`config.mk`:
```
export PLATFORM = sky130hd
export DESIGN_NAME = second_order_pdm_modulator_top_flat
export DESIGN_NICKNAME = d
export VERILOG_FILES = /design/src/sv/sopm_pkg.sv /design/src/sv/sopm_if.sv /design/src/sv/second_order_pdm_modulator_top.sv /design/src/sv/sopm_front.sv /design/src/sv/sopm_queue.sv /design/src/sv/sopm_back.sv /design/src/flat_wrapper.sv
export SDC_FILE = /design/constraint.sdc
export NUM_CORES = 1
export LEC_CHECK = 0
export ABC_AREA = 0
export BUFFER_PORTS_ARGS = -buffer_cell sky130_fd_sc_hd__buf_2
export CAP_MARGIN = 20
export CORE_MARGIN = 2
export CORE_UTILIZATION = 53
export DETAILED_ROUTE_END_ITERATION = 16
export PLACE_DENSITY = 0.8
export SLEW_MARGIN = 0
export SYNTH_ARGS = -nofsm -noshare
export SYNTH_HDL_FRONTEND = slang
export SYNTH_SLANG_ARGS = --single-unit
export TNS_END_PERCENT = 1
```
`constraint.sdc`:
```
create_clock -name i_clk -period 4.3 [get_ports i_clk]
set_input_delay 0.43 -clock i_clk [delete_from_list [all_inputs] [get_ports i_clk]]
set_output_delay 0.43 -clock i_clk [all_outputs]
set_load 0.01 [all_outputs]
```
`src/sv/sopm_pkg.sv`:
```
// shared constants and types for the second-order pdm modulator
`timescale 1ns / 1ps

package sopm_pkg;

    localparam int WORD_W      = 32;
    localparam int SAMPLE_W    = 16;
    localparam int COUNT_W     = 5;
    localparam int BIT_CNT_W   = $clog2(WORD_W);
    localparam int CFG_INDEX_W = 4;
    localparam int CFG_DATA_W  = 8;

    localparam int DEF_MAX_OVERSAMPLE = 16;

    // configuration register indexes
    localparam logic [CFG_INDEX_W-1:0] REG_SAMPLE_FORMAT    = CFG_INDEX_W'(0);
    localparam logic [CFG_INDEX_W-1:0] REG_OVERSAMPLE_COUNT = CFG_INDEX_W'(1);

    localparam logic [WORD_W-1:0] IDLE_WORD    = 32'h5555_5555;
    localparam logic [WORD_W-1:0] FB_MAG       = 32'h00FE_DCBA;
    localparam logic [WORD_W-1:0] INPUT_OFFSET = 32'h0000_1000;
    localparam logic [7:0]        U8_OFFSET    = 8'h80;

    // feedback state codes
    localparam logic [1:0] FB_ZERO = 2'd0;
    localparam logic [1:0] FB_POS  = 2'd1;
    localparam logic [1:0] FB_NEG  = 2'd2;

    typedef struct packed {
        logic                no_source;
        logic [WORD_W-1:0]   x;
        logic [COUNT_W-1:0]  words;
    } t_job;

endpackage

```
`src/sv/sopm_if.sv`:
```
// channel interfaces: sample input, pdm word output, configuration writes
`timescale 1ns / 1ps

interface sopm_sample_if;
    import sopm_pkg::*;
    logic                valid;
    logic                ready;
    logic [SAMPLE_W-1:0] sample;
    logic                no_source;

    modport source (output valid, output sample, output no_source, input ready);
    modport sink   (input valid, input sample, input no_source, output ready);
endinterface

interface sopm_pdm_if;
    import sopm_pkg::*;
    logic              valid;
    logic              ready;
    logic [WORD_W-1:0] pdm_word;
    logic              last;

    modport source (output valid, output pdm_word, output last, input ready);
    modport sink   (input valid, input pdm_word, input last, output ready);
endinterface

interface sopm_cfg_if;
    import sopm_pkg::*;
    logic                   valid;
    logic                   ready;
    logic [CFG_INDEX_W-1:0] index;
    logic [CFG_DATA_W-1:0]  data;

    modport source (output valid, output index, output data, input ready);
    modport sink   (input valid, input index, input data, output ready);
endinterface

```
`src/sv/second_order_pdm_modulator_top.sv`:
```
// top level of the second-order pdm modulator
`timescale 1ns / 1ps

// Second-order 1-bit delta-sigma modulator. Each accepted sample beat yields
// oversample_count 32-bit pdm words (0 counts as 1, and counts above
// MAX_OVERSAMPLE, 16 by default, are clamped to it; earliest bit in bit 0,
// last set on the final word). The loop produces one bit per clock while the
// output is not stalled, once the sample is loaded. A no-source sample leaves
// the loop state alone. A two-entry queue lets the next samples be taken
// while the loop is busy; configuration writes are taken every cycle.

module second_order_pdm_modulator_top #(
    parameter int MAX_OVERSAMPLE = sopm_pkg::DEF_MAX_OVERSAMPLE
) (
    input  logic        i_clk,
    input  logic        i_rst_n,
    sopm_sample_if.sink i_in,
    sopm_cfg_if.sink    i_cfg,
    sopm_pdm_if.source  o_out
);
    import sopm_pkg::*;

    logic push_valid;
    logic push_ready;
    t_job push_job;
    logic pop_valid;
    logic pop_ready;
    t_job pop_job;

    sopm_front #(
        .MAX_OVERSAMPLE(MAX_OVERSAMPLE)
    ) u_front (
        .i_clk        (i_clk),
        .i_rst_n      (i_rst_n),
        .i_in         (i_in),
        .i_cfg        (i_cfg),
        .o_push_valid (push_valid),
        .i_push_ready (push_ready),
        .o_push_job   (push_job)
    );

    sopm_queue u_queue (
        .i_clk        (i_clk),
        .i_rst_n      (i_rst_n),
        .i_push_valid (push_valid),
        .o_push_ready (push_ready),
        .i_push_job   (push_job),
        .o_pop_valid  (pop_valid),
        .i_pop_ready  (pop_ready),
        .o_pop_job    (pop_job)
    );

    sopm_back u_back (
        .i_clk       (i_clk),
        .i_rst_n     (i_rst_n),
        .i_pop_valid (pop_valid),
        .o_pop_ready (pop_ready),
        .i_pop_job   (pop_job),
        .o_out       (o_out)
    );

endmodule

```
`src/sv/sopm_front.sv`:
```
// front end: configuration registers, sample accept and loop input formation
`timescale 1ns / 1ps

module sopm_front #(
    parameter int MAX_OVERSAMPLE = sopm_pkg::DEF_MAX_OVERSAMPLE
) (
    input  logic                i_clk,
    input  logic                i_rst_n,
    sopm_sample_if.sink         i_in,
    sopm_cfg_if.sink            i_cfg,
    output logic                o_push_valid,
    input  logic                i_push_ready,
    output sopm_pkg::t_job      o_push_job
);
    import sopm_pkg::*;

    logic                r_sample_format;
    logic [COUNT_W-1:0]  r_oversample_count;
    logic [SAMPLE_W-1:0] s16;
    logic [COUNT_W-1:0]  words;

    assign i_cfg.ready = 1'b1;

    always_ff @(posedge i_clk) begin
        if (!i_rst_n) begin
            r_sample_format    <= 1'b1;
            r_oversample_count <= COUNT_W'(1);
        end else if (i_cfg.valid) begin
            case (i_cfg.index)
                REG_SAMPLE_FORMAT:    r_sample_format    <= i_cfg.data[0];
                REG_OVERSAMPLE_COUNT: r_oversample_count <= i_cfg.data[COUNT_W-1:0];
                default: ;
            endcase
        end
    end

    always_comb begin
        // u8 minus 128 is the byte with its top bit flipped
        if (r_sample_format) begin
            s16 = i_in.sample;
        end else begin
            s16 = {i_in.sample[7:0] ^ U8_OFFSET, 8'h00};
        end

        if (r_oversample_count == '0) begin
            words = COUNT_W'(1);
        end else if (32'(r_oversample_count) > MAX_OVERSAMPLE) begin
            words = COUNT_W'(MAX_OVERSAMPLE);
        end else begin
            words = r_oversample_count;
        end
    end

    assign o_push_job.no_source = i_in.no_source;
    assign o_push_job.x         = {{8{s16[SAMPLE_W-1]}}, s16, 8'h00} + INPUT_OFFSET;
    assign o_push_job.words     = words;
    assign o_push_valid         = i_in.valid;
    assign i_in.ready           = i_push_ready;

endmodule

```
`src/sv/sopm_queue.sv`:
```
// two-entry job queue between front and back
`timescale 1ns / 1ps

module sopm_queue (
    input  logic           i_clk,
    input  logic           i_rst_n,
    input  logic           i_push_valid,
    output logic           o_push_ready,
    input  sopm_pkg::t_job i_push_job,
    output logic           o_pop_valid,
    input  logic           i_pop_ready,
    output sopm_pkg::t_job o_pop_job
);
    import sopm_pkg::*;

    localparam int DEPTH = 2;
    localparam int PTR_W = $clog2(DEPTH);

    t_job             r_mem [DEPTH];
    logic [PTR_W-1:0] r_wr_ptr;
    logic [PTR_W-1:0] r_rd_ptr;
    logic [PTR_W:0]   r_count;
    logic             push;
    logic             pop;

    assign o_push_ready = (r_count != (PTR_W+1)'(DEPTH));
    assign o_pop_valid  = (r_count != '0);
    assign push         = i_push_valid && o_push_ready;
    assign pop          = o_pop_valid && i_pop_ready;
    assign o_pop_job    = r_mem[r_rd_ptr];

    always_ff @(posedge i_clk) begin
        if (!i_rst_n) begin
            r_wr_ptr <= '0;
            r_rd_ptr <= '0;
            r_count  <= '0;
        end else begin
            if (push) begin
                r_wr_ptr <= r_wr_ptr + PTR_W'(1);
            end
            if (pop) begin
                r_rd_ptr <= r_rd_ptr + PTR_W'(1);
            end
            if (push && !pop) begin
                r_count <= r_count + (PTR_W+1)'(1);
            end else if (pop && !push) begin
                r_count <= r_count - (PTR_W+1)'(1);
            end
        end
    end

    always_ff @(posedge i_clk) begin
        if (push) begin
            r_mem[r_wr_ptr] <= i_push_job;
        end
    end

endmodule

```
`src/sv/sopm_back.sv`:
```
// back end: bit-serial second-order loop, word assembly and output register
`timescale 1ns / 1ps

module sopm_back (
    input  logic           i_clk,
    input  logic           i_rst_n,
    input  logic           i_pop_valid,
    output logic           o_pop_ready,
    input  sopm_pkg::t_job i_pop_job,
    sopm_pdm_if.source     o_out
);
    import sopm_pkg::*;

    localparam logic [1:0] ST_IDLE = 2'd0;
    localparam logic [1:0] ST_RUN  = 2'd1;
    localparam logic [1:0] ST_PAT  = 2'd2;

    logic [1:0]           r_state, n_state;
    logic [WORD_W-1:0]    r_f, n_f;
    logic [WORD_W-1:0]    r_s, n_s;
    logic [1:0]           r_fb, n_fb;
    logic [BIT_CNT_W-1:0] r_bit, n_bit;
    logic [COUNT_W-1:0]   r_left, n_left;
    logic                 r_full, n_full;
    logic                 r_out_valid, n_out_valid;
    logic [WORD_W-1:0]    r_word, n_word;
    logic [WORD_W-1:0]    r_out_word, n_out_word;
    logic                 r_out_last, n_out_last;

    // loop input with each feedback value already folded in
    logic [WORD_W-1:0]    r_d_zero, r_d_pos, r_d_neg;
    logic [WORD_W-1:0]    r_y_pos, r_y_neg;

    logic                 pop;
    logic                 out_free;
    logic                 step;
    logic [WORD_W-1:0]    d_sel;
    logic [WORD_W-1:0]    y_sel;
    logic [WORD_W-1:0]    f_new;
    logic [WORD_W-1:0]    s_new;
    logic                 pdm_bit;
    logic [WORD_W-1:0]    word_next;
    logic                 is_last;

    assign pop         = (r_state == ST_IDLE) && i_pop_valid;
    assign o_pop_ready = (r_state == ST_IDLE);
    assign out_free    = !r_out_valid || o_out.ready;
    assign step        = (r_state == ST_RUN) && !r_full;
    assign is_last     = (r_left == COUNT_W'(1));

    always_comb begin
        case (r_fb)
            FB_POS: begin
                d_sel = r_d_pos;
                y_sel = r_y_pos;
            end
            FB_NEG: begin
                d_sel = r_d_neg;
                y_sel = r_y_neg;
            end
            default: begin
                d_sel = r_d_zero;
                y_sel = r_d_zero;
            end
        endcase
    end

    // second integrator sees first + x - 2*fb, so both sums run side by side
    assign f_new     = r_f + d_sel;
    assign s_new     = r_s + r_f + y_sel;
    assign pdm_bit   = ~s_new[WORD_W-1];
    assign word_next = {pdm_bit, r_word[WORD_W-1:1]};

    always_comb begin
        n_state     = r_state;
        n_f         = r_f;
        n_s         = r_s;
        n_fb        = r_fb;
        n_bit       = r_bit;
        n_left      = r_left;
        n_full      = r_full;
        n_word      = r_word;
        n_out_valid = r_out_valid && !o_out.ready;
        n_out_word  = r_out_word;
        n_out_last  = r_out_last;

        case (r_state)
            ST_IDLE: begin
                if (pop) begin
                    n_left = i_pop_job.words;
                    n_bit  = '0;
                    n_full = 1'b0;
                    n_state = i_pop_job.no_source ? ST_PAT : ST_RUN;
                end
            end
            ST_RUN: begin
                if (step) begin
                    n_f    = f_new;
                    n_s    = s_new;
                    n_fb   = pdm_bit ? FB_POS : FB_NEG;
                    n_word = word_next;
                    n_bit  = r_bit + BIT_CNT_W'(1);
                    if (r_bit == BIT_CNT_W'(WORD_W - 1)) begin
                        if (out_free) begin
                            n_out_valid = 1'b1;
                            n_out_word  = word_next;
                            n_out_last  = is_last;
                            n_left      = r_left - COUNT_W'(1);
                            if (is_last) begin
                                n_state = ST_IDLE;
                            end
                        end else begin
                            n_full = 1'b1;
                        end
                    end
                end else if (out_free) begin
                    // finished word was held back by a stalled output
                    n_full      = 1'b0;
                    n_out_valid = 1'b1;
                    n_out_word  = r_word;
                    n_out_last  = is_last;
                    n_left      = r_left - COUNT_W'(1);
                    if (is_last) begin
                        n_state = ST_IDLE;
                    end
                end
            end
            ST_PAT: begin
                if (out_free) begin
                    n_out_valid = 1'b1;
                    n_out_word  = IDLE_WORD;
                    n_out_last  = is_last;
                    n_left      = r_left - COUNT_W'(1);
                    if (is_last) begin
                        n_state = ST_IDLE;
                    end
                end
            end
            default: begin
                n_state = ST_IDLE;
            end
        endcase
    end

    always_ff @(posedge i_clk) begin
        if (!i_rst_n) begin
            r_state     <= ST_IDLE;
            r_f         <= '0;
            r_s         <= '0;
            r_fb        <= FB_ZERO;
            r_bit       <= '0;
            r_left      <= '0;
            r_full      <= 1'b0;
            r_out_valid <= 1'b0;
        end else begin
            r_state     <= n_state;
            r_f         <= n_f;
            r_s         <= n_s;
            r_fb        <= n_fb;
            r_bit       <= n_bit;
            r_left      <= n_left;
            r_full      <= n_full;
            r_out_valid <= n_out_valid;
        end
    end

    always_ff @(posedge i_clk) begin
        r_word     <= n_word;
        r_out_word <= n_out_word;
        r_out_last <= n_out_last;
        if (pop) begin
            r_d_zero <= i_pop_job.x;
            r_d_pos  <= i_pop_job.x - FB_MAG;
            r_d_neg  <= i_pop_job.x + FB_MAG;
            r_y_pos  <= i_pop_job.x - {FB_MAG[WORD_W-2:0], 1'b0};
            r_y_neg  <= i_pop_job.x + {FB_MAG[WORD_W-2:0], 1'b0};
        end
    end

    assign o_out.valid    = r_out_valid;
    assign o_out.pdm_word = r_out_word;
    assign o_out.last     = r_out_last;

endmodule
```
`src/flat_wrapper.sv`:
```
// flat-port wrapper written by rule: the top's interface ports become plain ports
module second_order_pdm_modulator_top_flat import sopm_pkg::*;
#(
    parameter int MAX_OVERSAMPLE = sopm_pkg::DEF_MAX_OVERSAMPLE
)
  (i_clk, i_rst_n, i_in_valid, i_in_sample, i_in_no_source, i_in_ready, i_cfg_valid, i_cfg_index, i_cfg_data, i_cfg_ready, o_out_valid, o_out_pdm_word, o_out_last, o_out_ready);
  sopm_sample_if i_in_i ();
  sopm_cfg_if i_cfg_i ();
  sopm_pdm_if o_out_i ();
  input  logic i_clk;
  input  logic i_rst_n;
  input wire logic [$bits(i_in_i.valid)-1:0] i_in_valid;
  input wire logic [$bits(i_in_i.sample)-1:0] i_in_sample;
  input wire logic [$bits(i_in_i.no_source)-1:0] i_in_no_source;
  output wire logic [$bits(i_in_i.ready)-1:0] i_in_ready;
  input wire logic [$bits(i_cfg_i.valid)-1:0] i_cfg_valid;
  input wire logic [$bits(i_cfg_i.index)-1:0] i_cfg_index;
  input wire logic [$bits(i_cfg_i.data)-1:0] i_cfg_data;
  output wire logic [$bits(i_cfg_i.ready)-1:0] i_cfg_ready;
  output wire logic [$bits(o_out_i.valid)-1:0] o_out_valid;
  output wire logic [$bits(o_out_i.pdm_word)-1:0] o_out_pdm_word;
  output wire logic [$bits(o_out_i.last)-1:0] o_out_last;
  input wire logic [$bits(o_out_i.ready)-1:0] o_out_ready;
  assign i_in_i.valid = i_in_valid;
  assign i_in_i.sample = i_in_sample;
  assign i_in_i.no_source = i_in_no_source;
  assign i_in_ready = i_in_i.ready;
  assign i_cfg_i.valid = i_cfg_valid;
  assign i_cfg_i.index = i_cfg_index;
  assign i_cfg_i.data = i_cfg_data;
  assign i_cfg_ready = i_cfg_i.ready;
  assign o_out_valid = o_out_i.valid;
  assign o_out_pdm_word = o_out_i.pdm_word;
  assign o_out_last = o_out_i.last;
  assign o_out_i.ready = o_out_ready;
  second_order_pdm_modulator_top #(.MAX_OVERSAMPLE(MAX_OVERSAMPLE)) u_core (.i_clk(i_clk), .i_rst_n(i_rst_n), .i_in(i_in_i), .i_cfg(i_cfg_i), .o_out(o_out_i));
endmodule
```
Word level (Yosys, flattened, before mapping). Memory sizes are Yosys's and may differ from the RTL's. A register that Yosys moved wholly into a read port is not among the register bits. Cells that the tools add are included.

Memories kept: 1. Bits in writable memories: 76. Register bits: 315.

Add/subtract/negate cells: 14. Reductions and logical operators: 29. Magnitude comparators: 1. Mux-type cells: 47. Bitwise gates (word level): 2. Eq/ne operators: 15.

Memory list: u_core.u_queue.r_mem (words 2, bits a word 38, read ports 1, clocked after memory_dff 1, wr ports 1, RTL line sopm_queue.sv:19) `t_job r_mem [DEPTH];`.

Operators with widths (number): case mux 32 bit (2 select lines) (3); 2-to-1 mux 32 bit (5); adder 32 bit (3); 2-to-1 mux 5 bit (8); adder 32 x 24 -> 32 bit (second input constant) (1); adder 32 x 25 -> 32 bit (second input constant) (1); subtractor 32 x 24 -> 32 bit (second input constant) (1); subtractor 32 x 25 -> 32 bit (second input constant) (1); adder 24 x 14 -> 25 bit (second input constant) (1); 2-to-1 mux 2 bit (9); 2-to-1 mux 16 bit (1); 2-to-1 mux 1 bit (15); case mux 5 bit (3 select lines) (1); case mux 5 bit (2 select lines) (1); AND reduction 2 bit (5); AND reduction 5 bit (2); inequality test 3 bit (second input constant) (3); nonzero test 2 bit (4); logical AND 1 bit (6); inequality test 2 bit (second input constant) (3); case mux 1 bit (2 select lines) (3); case mux 2 bit (3 select lines) (1); AND reduction 3 bit (2); adder 5 x 1 -> 5 bit (second input constant) (1); other kinds (19) (27).

Longest topological paths before layout. Gate-level depths: netlist of the first run.

Depth after elaboration: 8. Mapped depth: 18. Gate-level depth less buffers: 15.

By module. Synthesis of the first run repeated with hierarchy kept, for this count alone.

Cells, all modules: 1948. Area total of the unflattened synthesis: 20764.9 um^2.

Modules (own cells, without submodules): sopm_back (area each 16987.5 um^2, times used 1, cells each 1694, sequential area each 8097.8 um^2); sopm_queue (area each 2980.4 um^2, times used 1, cells each 142, sequential area each 2382.3 um^2); sopm_front (area each 797.0 um^2, times used 1, cells each 112, sequential area each 120.1 um^2).

Worst setup path after synthesis of the first run. OpenSTA, ideal clock, no wires.

Path kind: flip-flop to flip-flop. Start: register u_core.u_back.r_fb[0]. End: register u_core.u_back.r_s[26]. Period minus slack after synthesis: 4.186 ns. Path buffers: 3. Slack: 0.114 ns. Required time: 4.183 ns. Arrival: 4.069 ns. Cell stages (with the launch flop): 16. Path through: dfxtp_1 -> inv_1 -> ha_1 -> clkbuf_1 -> clkbuf_1 -> clkbuf_1 -> nand2_1 -> o21ai_0 -> fa_1 -> ha_1 -> a2111o_1 -> o2111ai_1 -> a211oi_1 -> o211a_1 -> or3_1 -> a32o_1.

Longest elaborated chain between the ends: 3. Elaborated cells on any way between the ends: 4.

Ends and longest elaborated chain: from (decl) (RTL line sopm_back.sv:21) `logic [1:0] r_fb, n_fb;`; from (signal assigned) (RTL line sopm_back.sv:159) `r_fb <= n_fb;`; == test 2 bit or == test 2 x 1 -> 1 bit (tied branches) (RTL line sopm_back.sv:52) `case (r_fb)`; case mux 32 bit (2 select lines) * (RTL line sopm_back.sv:52); adder 32 bit * (RTL line sopm_back.sv:70) `assign s_new = r_s + r_f + y_sel;`; to (signal assigned) (RTL line sopm_back.sv:158) `r_s <= n_s;`; to (decl) (RTL line sopm_back.sv:20) `logic [WORD_W-1:0] r_s, n_s;`.

Every way passes the cells marked *; elsewhere a longest branch is shown, timed or not. A chain may end at the register's enable or synchronous reset.

Worst setup path after layout of the first run. Same ends and word-level chain as after synthesis.

==> flow_summary_export.csv, run 1 <==
group,metric,value,unit
outcome,run_status,"completed",
worst_setup_path,cp.required,4770,ps
global_route,grt.total_usage,21.6,%
worst_setup_path,start_kind,"register",
sta,period_minus_slack,4110,ps
run,drv_cap,0,
sta,fin_skew,14.1,ps
worst_hold_path,min_to,"u_core.u_queue.r_mem[0][37]$_DFFE_PP_",
power,p_comb_share,52.8,%
cts,clock-sinks,302,
worst_setup_path,critPathMaxFanout,26,
worst_setup_path,crit_path_top_delay_cell,"fa_1",
cts,hold_buffers,0,
worst_setup_path,cp.arrival,4580,ps
sta,setup_viol,0,
logic_synthesis,synth_cell_types,76,
power,vdd_drop_max,0.000425,V
worst_setup_path,slowest_delay,480,ps
worst_setup_path,critPathKind,"register to register",
floorplan,fp-row-count,65,
cts,cts_buffers,31,
worst_setup_path,crit_buf_inv,2,
worst_setup_path,rrSetupSlack,190,ps
power,pwr-share-seq,30.6,%
logic_synthesis,syn_area_per_cell,10.2,um^2
power,p_clk_share,16.6,%
global_route,antenna_found_initial,0,
logic_synthesis,synthCells,1674,
power,p_leak,7.49,nW
cts,cts_buffer_depth,3,
logic_synthesis,syn-cell-area,0.0171,mm^2
place,place.gp.congestion,0.969,
logic_synthesis,synth.yosys.seq_area_share,47.9,%
floorplan,die_y,184,um
cts,cts_root_buf,"clkbuf_16",
worst_setup_path,crit_path_end_kind,"register",
worst_setup_path,critical-path-top-delay-family,"compound AO/OA/AOI/OAI gates",
route,initialDrtViolationCount,775,
route,via_per_inst,5.87,
floorplan,coreArea,0.0316,mm^2
sta,tightestPinTransition,978,ps
global_route,gr-total-overflow,0,
global_route,grt_pass1_wl,59.8,mm
route,wl_per_cell,17.0,um
floorplan,die_w,184,um
logic_synthesis,synth_edf_count,214,
logic_synthesis,synth_ff_type,"edfxtp_1",
route,wl,36.7,mm
power,power_density,842,mW/mm^2
route,route.detailed.drc,0,
power,switchingPower,6.85,mW
worst_hold_path,hold_class,"input port to register",
cts,path_clk_slew,60,ps
worst_hold_path,hold_path_depth,1,
cts,h-tree-depth,1,
finish,drive_gt1_share,11.0,%
sta,maxSlewHeadroom,32.9,%
worst_setup_path,timing.rr.end,"u_core.u_back.r_s[26]$_SDFFE_PN0P_",
sta,drv_slew,0,
route,dr.pass1.iters,5,
sta,max_freq,243,MHz
logic_synthesis,ys_ff_latch,302,
power,power,16.1,mW
route,final_antenna_net_count,0,
worst_setup_path,r2r-start,"u_core.u_back.r_fb[0]$_SDFFE_PN0P_",
worst_setup_path,worstPathCellList,"inv_1 -> ha_4 -> buf_12 -> nand2_1 -> o21ai_1 -> fa_1 -> ha_1 -> a2111o_1 -> o2111ai_1 -> a211oi_2 -> o211a_1 -> or3_1 -> a32o_1",
floorplan,die_area,0.0337,mm^2
worst_setup_path,reg2regPathDepth,13,
global_route,grt_pass1_vias,12144,
floorplan,initial_core_util,54.0,%
sta,post-route-period-util,95.6,%
power,p_sw_share,42.6,%
power,internal_power,9.22,mW
sta,grt_setup_unrepaired,"false",
worst_setup_path,cp.depth,13,
place,io_buffers,65,
finish,area_growth,11.7,%
logic_synthesis,async_reset_ff_share,0,%
floorplan,io_pins,70,
cts,clk_latency,580,ps
global_route,grt_max_degree,76,
finish,fin_nets,1879,
place,dp_hpwl,25.9,mm
worst_hold_path,hold_start,"i_in_no_source",
cts,tritoncts,"done",
route,route.vias.total,12687,
sta,hold_violations,0,
logic_synthesis,ys_warn_count,0,
sta,tns,0,ps
registers in the layout, indices dropped and copies added, names as in the netlist, 2 cells and up, named ones only:
| signal | flops |
|---|---|
| u_core.u_back.r_y_neg | 21 |
| u_core.u_back.r_f | 31 |
| u_core.u_front.r_oversample_count | 5 |
| u_core.u_queue.r_mem | 46 |
| u_core.u_back.r_word | 32 |
| u_core.u_back.r_d_pos | 23 |
| u_core.u_back.r_left | 5 |
| u_core.u_back.r_d_neg | 22 |
| u_core.u_back.r_d_zero | 17 |
| u_core.u_back.o_out.pdm_word | 32 |
| u_core.u_back.r_bit | 5 |
| u_core.u_queue.r_count | 2 |
| u_core.u_back.r_s | 31 |
| u_core.u_back.r_state | 2 |
| u_core.u_back.r_y_pos | 20 |
Yosys cell counts (5+ instances only):
| library cell | count | area, um^2 |
|---|---|---|
| edfxtp_1 | 214 | 6430 |
| nand2_1 | 198 | 743 |
| nor2_1 | 130 | 488 |
| a21oi_1 | 97 | 485 |
| dfxtp_1 | 88 | 1760 |
| o21ai_0 | 83 | 415 |
| ha_1 | 79 | 988 |
| xnor2_1 | 78 | 683 |
| clkbuf_1 | 69 | 259 |
| inv_1 | 60 | 225 |
| and2_1 | 42 | 263 |
| nand3_1 | 42 | 210 |
| a221oi_1 | 40 | 350 |
| a21o_1 | 34 | 255 |
| nor3_1 | 32 | 160 |
| xor2_1 | 32 | 280 |
| fa_1 | 31 | 621 |
| mux2i_1 | 28 | 280 |
| nand3b_1 | 26 | 195 |
| a21boi_0 | 23 | 173 |
| nand4_1 | 21 | 131 |
| nor2b_1 | 19 | 119 |
| buf_1 | 16 | 60.1 |
| o211ai_1 | 12 | 90.1 |
| o21bai_1 | 12 | 90.1 |
| o21a_1 | 10 | 75.1 |
| and3_1 | 9 | 56.3 |
| a31oi_1 | 8 | 50.1 |
| or3_1 | 8 | 50.1 |
| nand2b_1 | 7 | 43.8 |
| o21ai_1 | 7 | 35.0 |
| or4_1 | 7 | 52.6 |
| a32o_1 | 6 | 60.1 |
| o31ai_1 | 6 | 45.0 |
| a211oi_1 | 5 | 37.5 |
| a221o_1 | 5 | 50.1 |
| a31o_2 | 5 | 43.8 |
| nor3b_1 | 5 | 37.5 |
| nor4_1 | 5 | 31.3 |
| o211a_1 | 5 | 50.1 |
| o22ai_1 | 5 | 31.3 |
worst max path at each step:
stage	start	endpoint	slack [ps]
5_1_grt	u_core.u_back.r_s[31]$_SDFFE_PN0P_	u_core.u_back.r_s[26]$_SDFFE_PN0P_	9
3_3_place_gp	u_core.u_back.r_s[31]$_SDFFE_PN0P_	u_core.u_back.r_s[26]$_SDFFE_PN0P_	160
2_1_floorplan	u_core.u_back.r_fb[0]$_SDFFE_PN0P_	u_core.u_back.r_s[26]$_SDFFE_PN0P_	110
4_1_cts	u_core.u_back.r_fb[0]$_SDFFE_PN0P_	u_core.u_back.r_s[26]$_SDFFE_PN0P_	80
3_5_place_dp	u_core.u_back.r_fb[0]$_SDFFE_PN0P_	u_core.u_back.r_s[26]$_SDFFE_PN0P_	110
6_report	u_core.u_back.r_fb[0]$_SDFFE_PN0P_	u_core.u_back.r_s[26]$_SDFFE_PN0P_	190
repair_timing:
| item | in CTS | in global routing |
|---|---|---|
| hold endpoints to repair | 0 | 0 |
| buffers inserted | 0 | 2 |
| endpoints found under the setup margin | 0 | 14 |
| gates resized for setup | 0 | 13 |
cell type report:
type / instances / area, um^2
Antenna cell: 1 / 2.50
Timing Repair Buffer: 112 / 749
Inverter: 64 / 246
Timing Repair inverter: 1 / 7.51
Fill cell: 2460 / 12500
Clock buffer: 40 / 820
Clock inverter: 18 / 191
Sequential cell: 302 / 8190
Multi-Input combinational cell: 1223 / 8380
Tap cell: 402 / 503
power groups by stage:
| stage | clock (mW) | combinational (mW) | sequential [mW] |
|---|---|---|---|
| 2_1_floorplan | 0 | 5.96 | 4.94 |
| 3_3_place_gp | 0 | 7.91 | 4.92 |
| 3_5_place_dp | 0 | 8.17 | 4.97 |
| 4_1_cts | 2.72 | 8.23 | 4.91 |
| 5_1_grt | 2.84 | 9.43 | 5.01 |
| 6_report | 2.67 | 8.49 | 4.92 |
logic make-up (layout without fill, tap and decap cells):
kind of cell    count (synthesis)  after routing  synth area share [%]
simple gates                  566            566                  15.9
compound gates                397            397                  15.6
flops                         302            302                  47.9
buf+inv                       154            235                  3.47
fa+ha+maj                     110            110                  9.42
xor+xnor                      110            110                  5.64
mux                            33             33                  1.98
other cells                     2              8                0.0439
metrics by stage:
stage | hold WS, ps | setup WS, ps | std cells | utilization (%) | instance area, um^2
5_1_grt | 38.4 | 8.95 | 2162 | 60.3 | 19100
2_1_floorplan | 441 | 114 | 1679 | - | 17100
4_1_cts | 26.5 | 83.2 | 2156 | 59.9 | 19000
3_3_place_gp | 453 | 163 | 2097 | 56.7 | 17900
6_report | 52.8 | 191 | 2163 | 60.3 | 19100
3_5_place_dp | 460 | 113 | 2098 | 56.7 | 18000
layout by cell type (no fill, tap or decap), types with 57 or more instances in the layout:
cell	count
a21oi_1	97
buf_2	66
nand2_1	198
nor2_1	128
xnor2_1	78
o21ai_0	81
dfxtp_1	87
ha_1	77
edfxtp_1	214
inv_1	57
routing by layer:
| layer | up-vias | track usage (%) | routed length, um |
|---|---|---|---|
| met1 | 6131 | 28.6 | 16300 |
| met2 | 316 | 37.6 | 18000 |
| li1 | 6183 | - | - |
| met5 | - | 0 | 0 |
| met3 | 57 | 2.38 | 1640 |
| met4 | 0 | 6.05 | 810 |
(Power assumes the default switching activity.)
==> inputs of run 2 (changes only) <==
Settings changed: MAX_ROUTING_LAYER set to met4.
==> run 2 against run 1 <==
Cell count grew 0.18%. Via count grew 1.1%. Total power grew 1.0%. Critical endpoint unchanged. Critical path type unchanged. Utilization grew 0.11 points. Combinational power grew 0.7%. Setup slack lost 87 ps. Sequential share of layout area shrank 0.076 points.
==> flow_summary_export.csv, run 2 (synthesized netlist as in run 1, its figures left out) <==
group,metric,value,unit
worst_setup_path,crit_path_top_delay_cell,"fa_1",
sta,max_freq,238,MHz
cts,path_clk_slew,60,ps
worst_setup_path,critPathKind,"register to register",
power,vdd_drop_max,0.000397,V
sta,fin_skew,22.6,ps
route,route.detailed.drc,0,
route,via_per_inst,5.92,
floorplan,die_area,0.0337,mm^2
global_route,grt_pass1_wl,62.0,mm
sta,maxSlewHeadroom,28.7,%
cts,clock-sinks,302,
cts,cts_buffer_depth,3,
finish,diodes,0,
finish,largest_reg_flops,46,
power,p_leak,7.52,nW
floorplan,coreArea,0.0316,mm^2
route,initialDrtViolationCount,928,
sta,setup_ws,104,ps
global_route,grt.total_usage,23.1,%
sta,post-route-period-util,97.6,%
sta,period_minus_slack,4200,ps
route,dr.pass1.iters,6,
floorplan,fp-row-count,65,
power,power_density,849,mW/mm^2
sta,holdWs,90.3,ps
route,final_antenna_net_count,0,
finish,final_area,0.0191,mm^2
worst_setup_path,startpoint,"u_core.u_back.r_fb[0]$_SDFFE_PN0P_",
global_route,gr-total-overflow,0,
sta,grt_setup_unrepaired,"true",
place,placed_area,0.0180,mm^2
worst_setup_path,critical-path-top-delay-family,"compound AO/OA/AOI/OAI gates",
finish,regMostFlops,"u_core.u_queue.r_mem",
route,wl,37.6,mm
place,io_buffers,65,
worst_hold_path,hold_start,"i_in_no_source",
cts,cts_buffers,34,
worst_setup_path,crit_buf_inv,2,
global_route,antenna_found_initial,0,
place,dp_slack,127,ps
finish,drive_gt1_share,11.2,%
route,route.vias.total,12828,
outcome,run_status,"completed",
floorplan,initial_core_util,54.0,%
worst_setup_path,reg2regPathDepth,12,
finish,final_common_cell,"edfxtp_1",
floorplan,io_pins,70,
worst_setup_path,cp.depth,12,
cts,h-tree-depth,2,
sta,hold_violations,0,
cts,cts_root_buf,"clkbuf_16",
floorplan,die_w,184,um
run,drv_cap,0,
sta,setup_viol,0,
finish,mostFrequentLayoutCells,"edfxtp_1, nand2_1, nor2_1",
sta,drv_slew,0,
place,dp_hpwl,26.4,mm
worst_setup_path,start_kind,"register",
worst_setup_path,crit_path_end_kind,"register",
place,place.gp.congestion,0.985,
cts,clk_latency,530,ps
floorplan,die_y,184,um
route,wl_per_cell,17.3,um
global_route,grt_pass1_vias,12594,
finish,fin_nets,1883,
worst_setup_path,cp.required,4710,ps
sta,tightestPinTransition,1040,ps
worst_hold_path,hold_class,"input port to register",
worst_setup_path,worstPathCellList,"inv_1 -> ha_2 -> buf_12 -> o21ai_0 -> fa_1 -> ha_1 -> a2111o_1 -> o2111ai_1 -> a211oi_2 -> o211a_1 -> or3_1 -> a32o_1",
worst_setup_path,r2r-start,"u_core.u_back.r_fb[0]$_SDFFE_PN0P_",
worst_setup_path,cp.arrival,4600,ps
global_route,grt_max_degree,86,
cts,tritoncts,"done",
finish,area_growth,11.9,%
worst_setup_path,critPathMaxFanout,37,
worst_hold_path,hold_path_depth,1,
worst_setup_path,slowest_delay,490,ps
## run 2: cell types whose count changed in the layout (fill, tap and decap cells not counted), moves of 3 or more
cell / delta
buf_4: +4
o21ai_1: -3
clkbuf_1: +3
a21oi_1: -4
a21oi_2: +4
## run 2: final cells by class
type | count | area [um^2]
Fill cell | 2497 | 12500
Multi-Input combinational cell | 1223 | 8380
Sequential cell | 302 | 8190
Clock buffer | 46 | 906
Timing Repair Buffer | 114 | 743
Tap cell | 402 | 503
Inverter | 64 | 243
Clock inverter | 16 | 153
## run 2: worst paths after layout
check | end | slack, ps
setup / recovery | u_core.u_back.r_s[26]$_SDFFE_PN0P_ | 100
setup reg to reg | u_core.u_back.r_s[26]$_SDFFE_PN0P_ | 100
hold / removal | u_core.u_queue.r_mem[1][37]$_DFFE_PP_ | 90
hold reg to reg | u_core.u_back.r_word[25]$_DFFE_PP_ | 470
## run 2: where the power goes
part	switching [mW]	leakage [nW]	internal, mW
sequential	0.498	2.69	4.43
combinational	5.30	4.32	3.26
clock	1.19	0.509	1.57
total	6.99	7.52	9.26
## run 2: repair_timing
item | CTS | global route
buffers inserted | 0 | 0
hold buffers | 0 | 0
setup endpoints to repair | 0 | 11
gates resized for setup | 0 | 13
## run 2: metrics by stage
stage          utilization, %  power [mW]  setup TNS, ps  std cells
5_1_grt                  60.4        17.4          -48.8       2167
3_5_place_dp             56.9        13.2              0       2103
6_report                 60.4        16.2              0       2167
4_1_cts                  60.2        16.1              0       2165
3_3_place_gp             56.8        12.9              0       2102
2_1_floorplan               -        10.9              0       1679
## run 2: layer usage
metal	vias to the layer above	GRT usage, %	part of all wire (%)
li1	6213	-	-
met2	366	39.2	49
met5	-	-	0
met4	0	7.46	2.5
met1	6172	28.9	44
met3	77	2.97	4.6
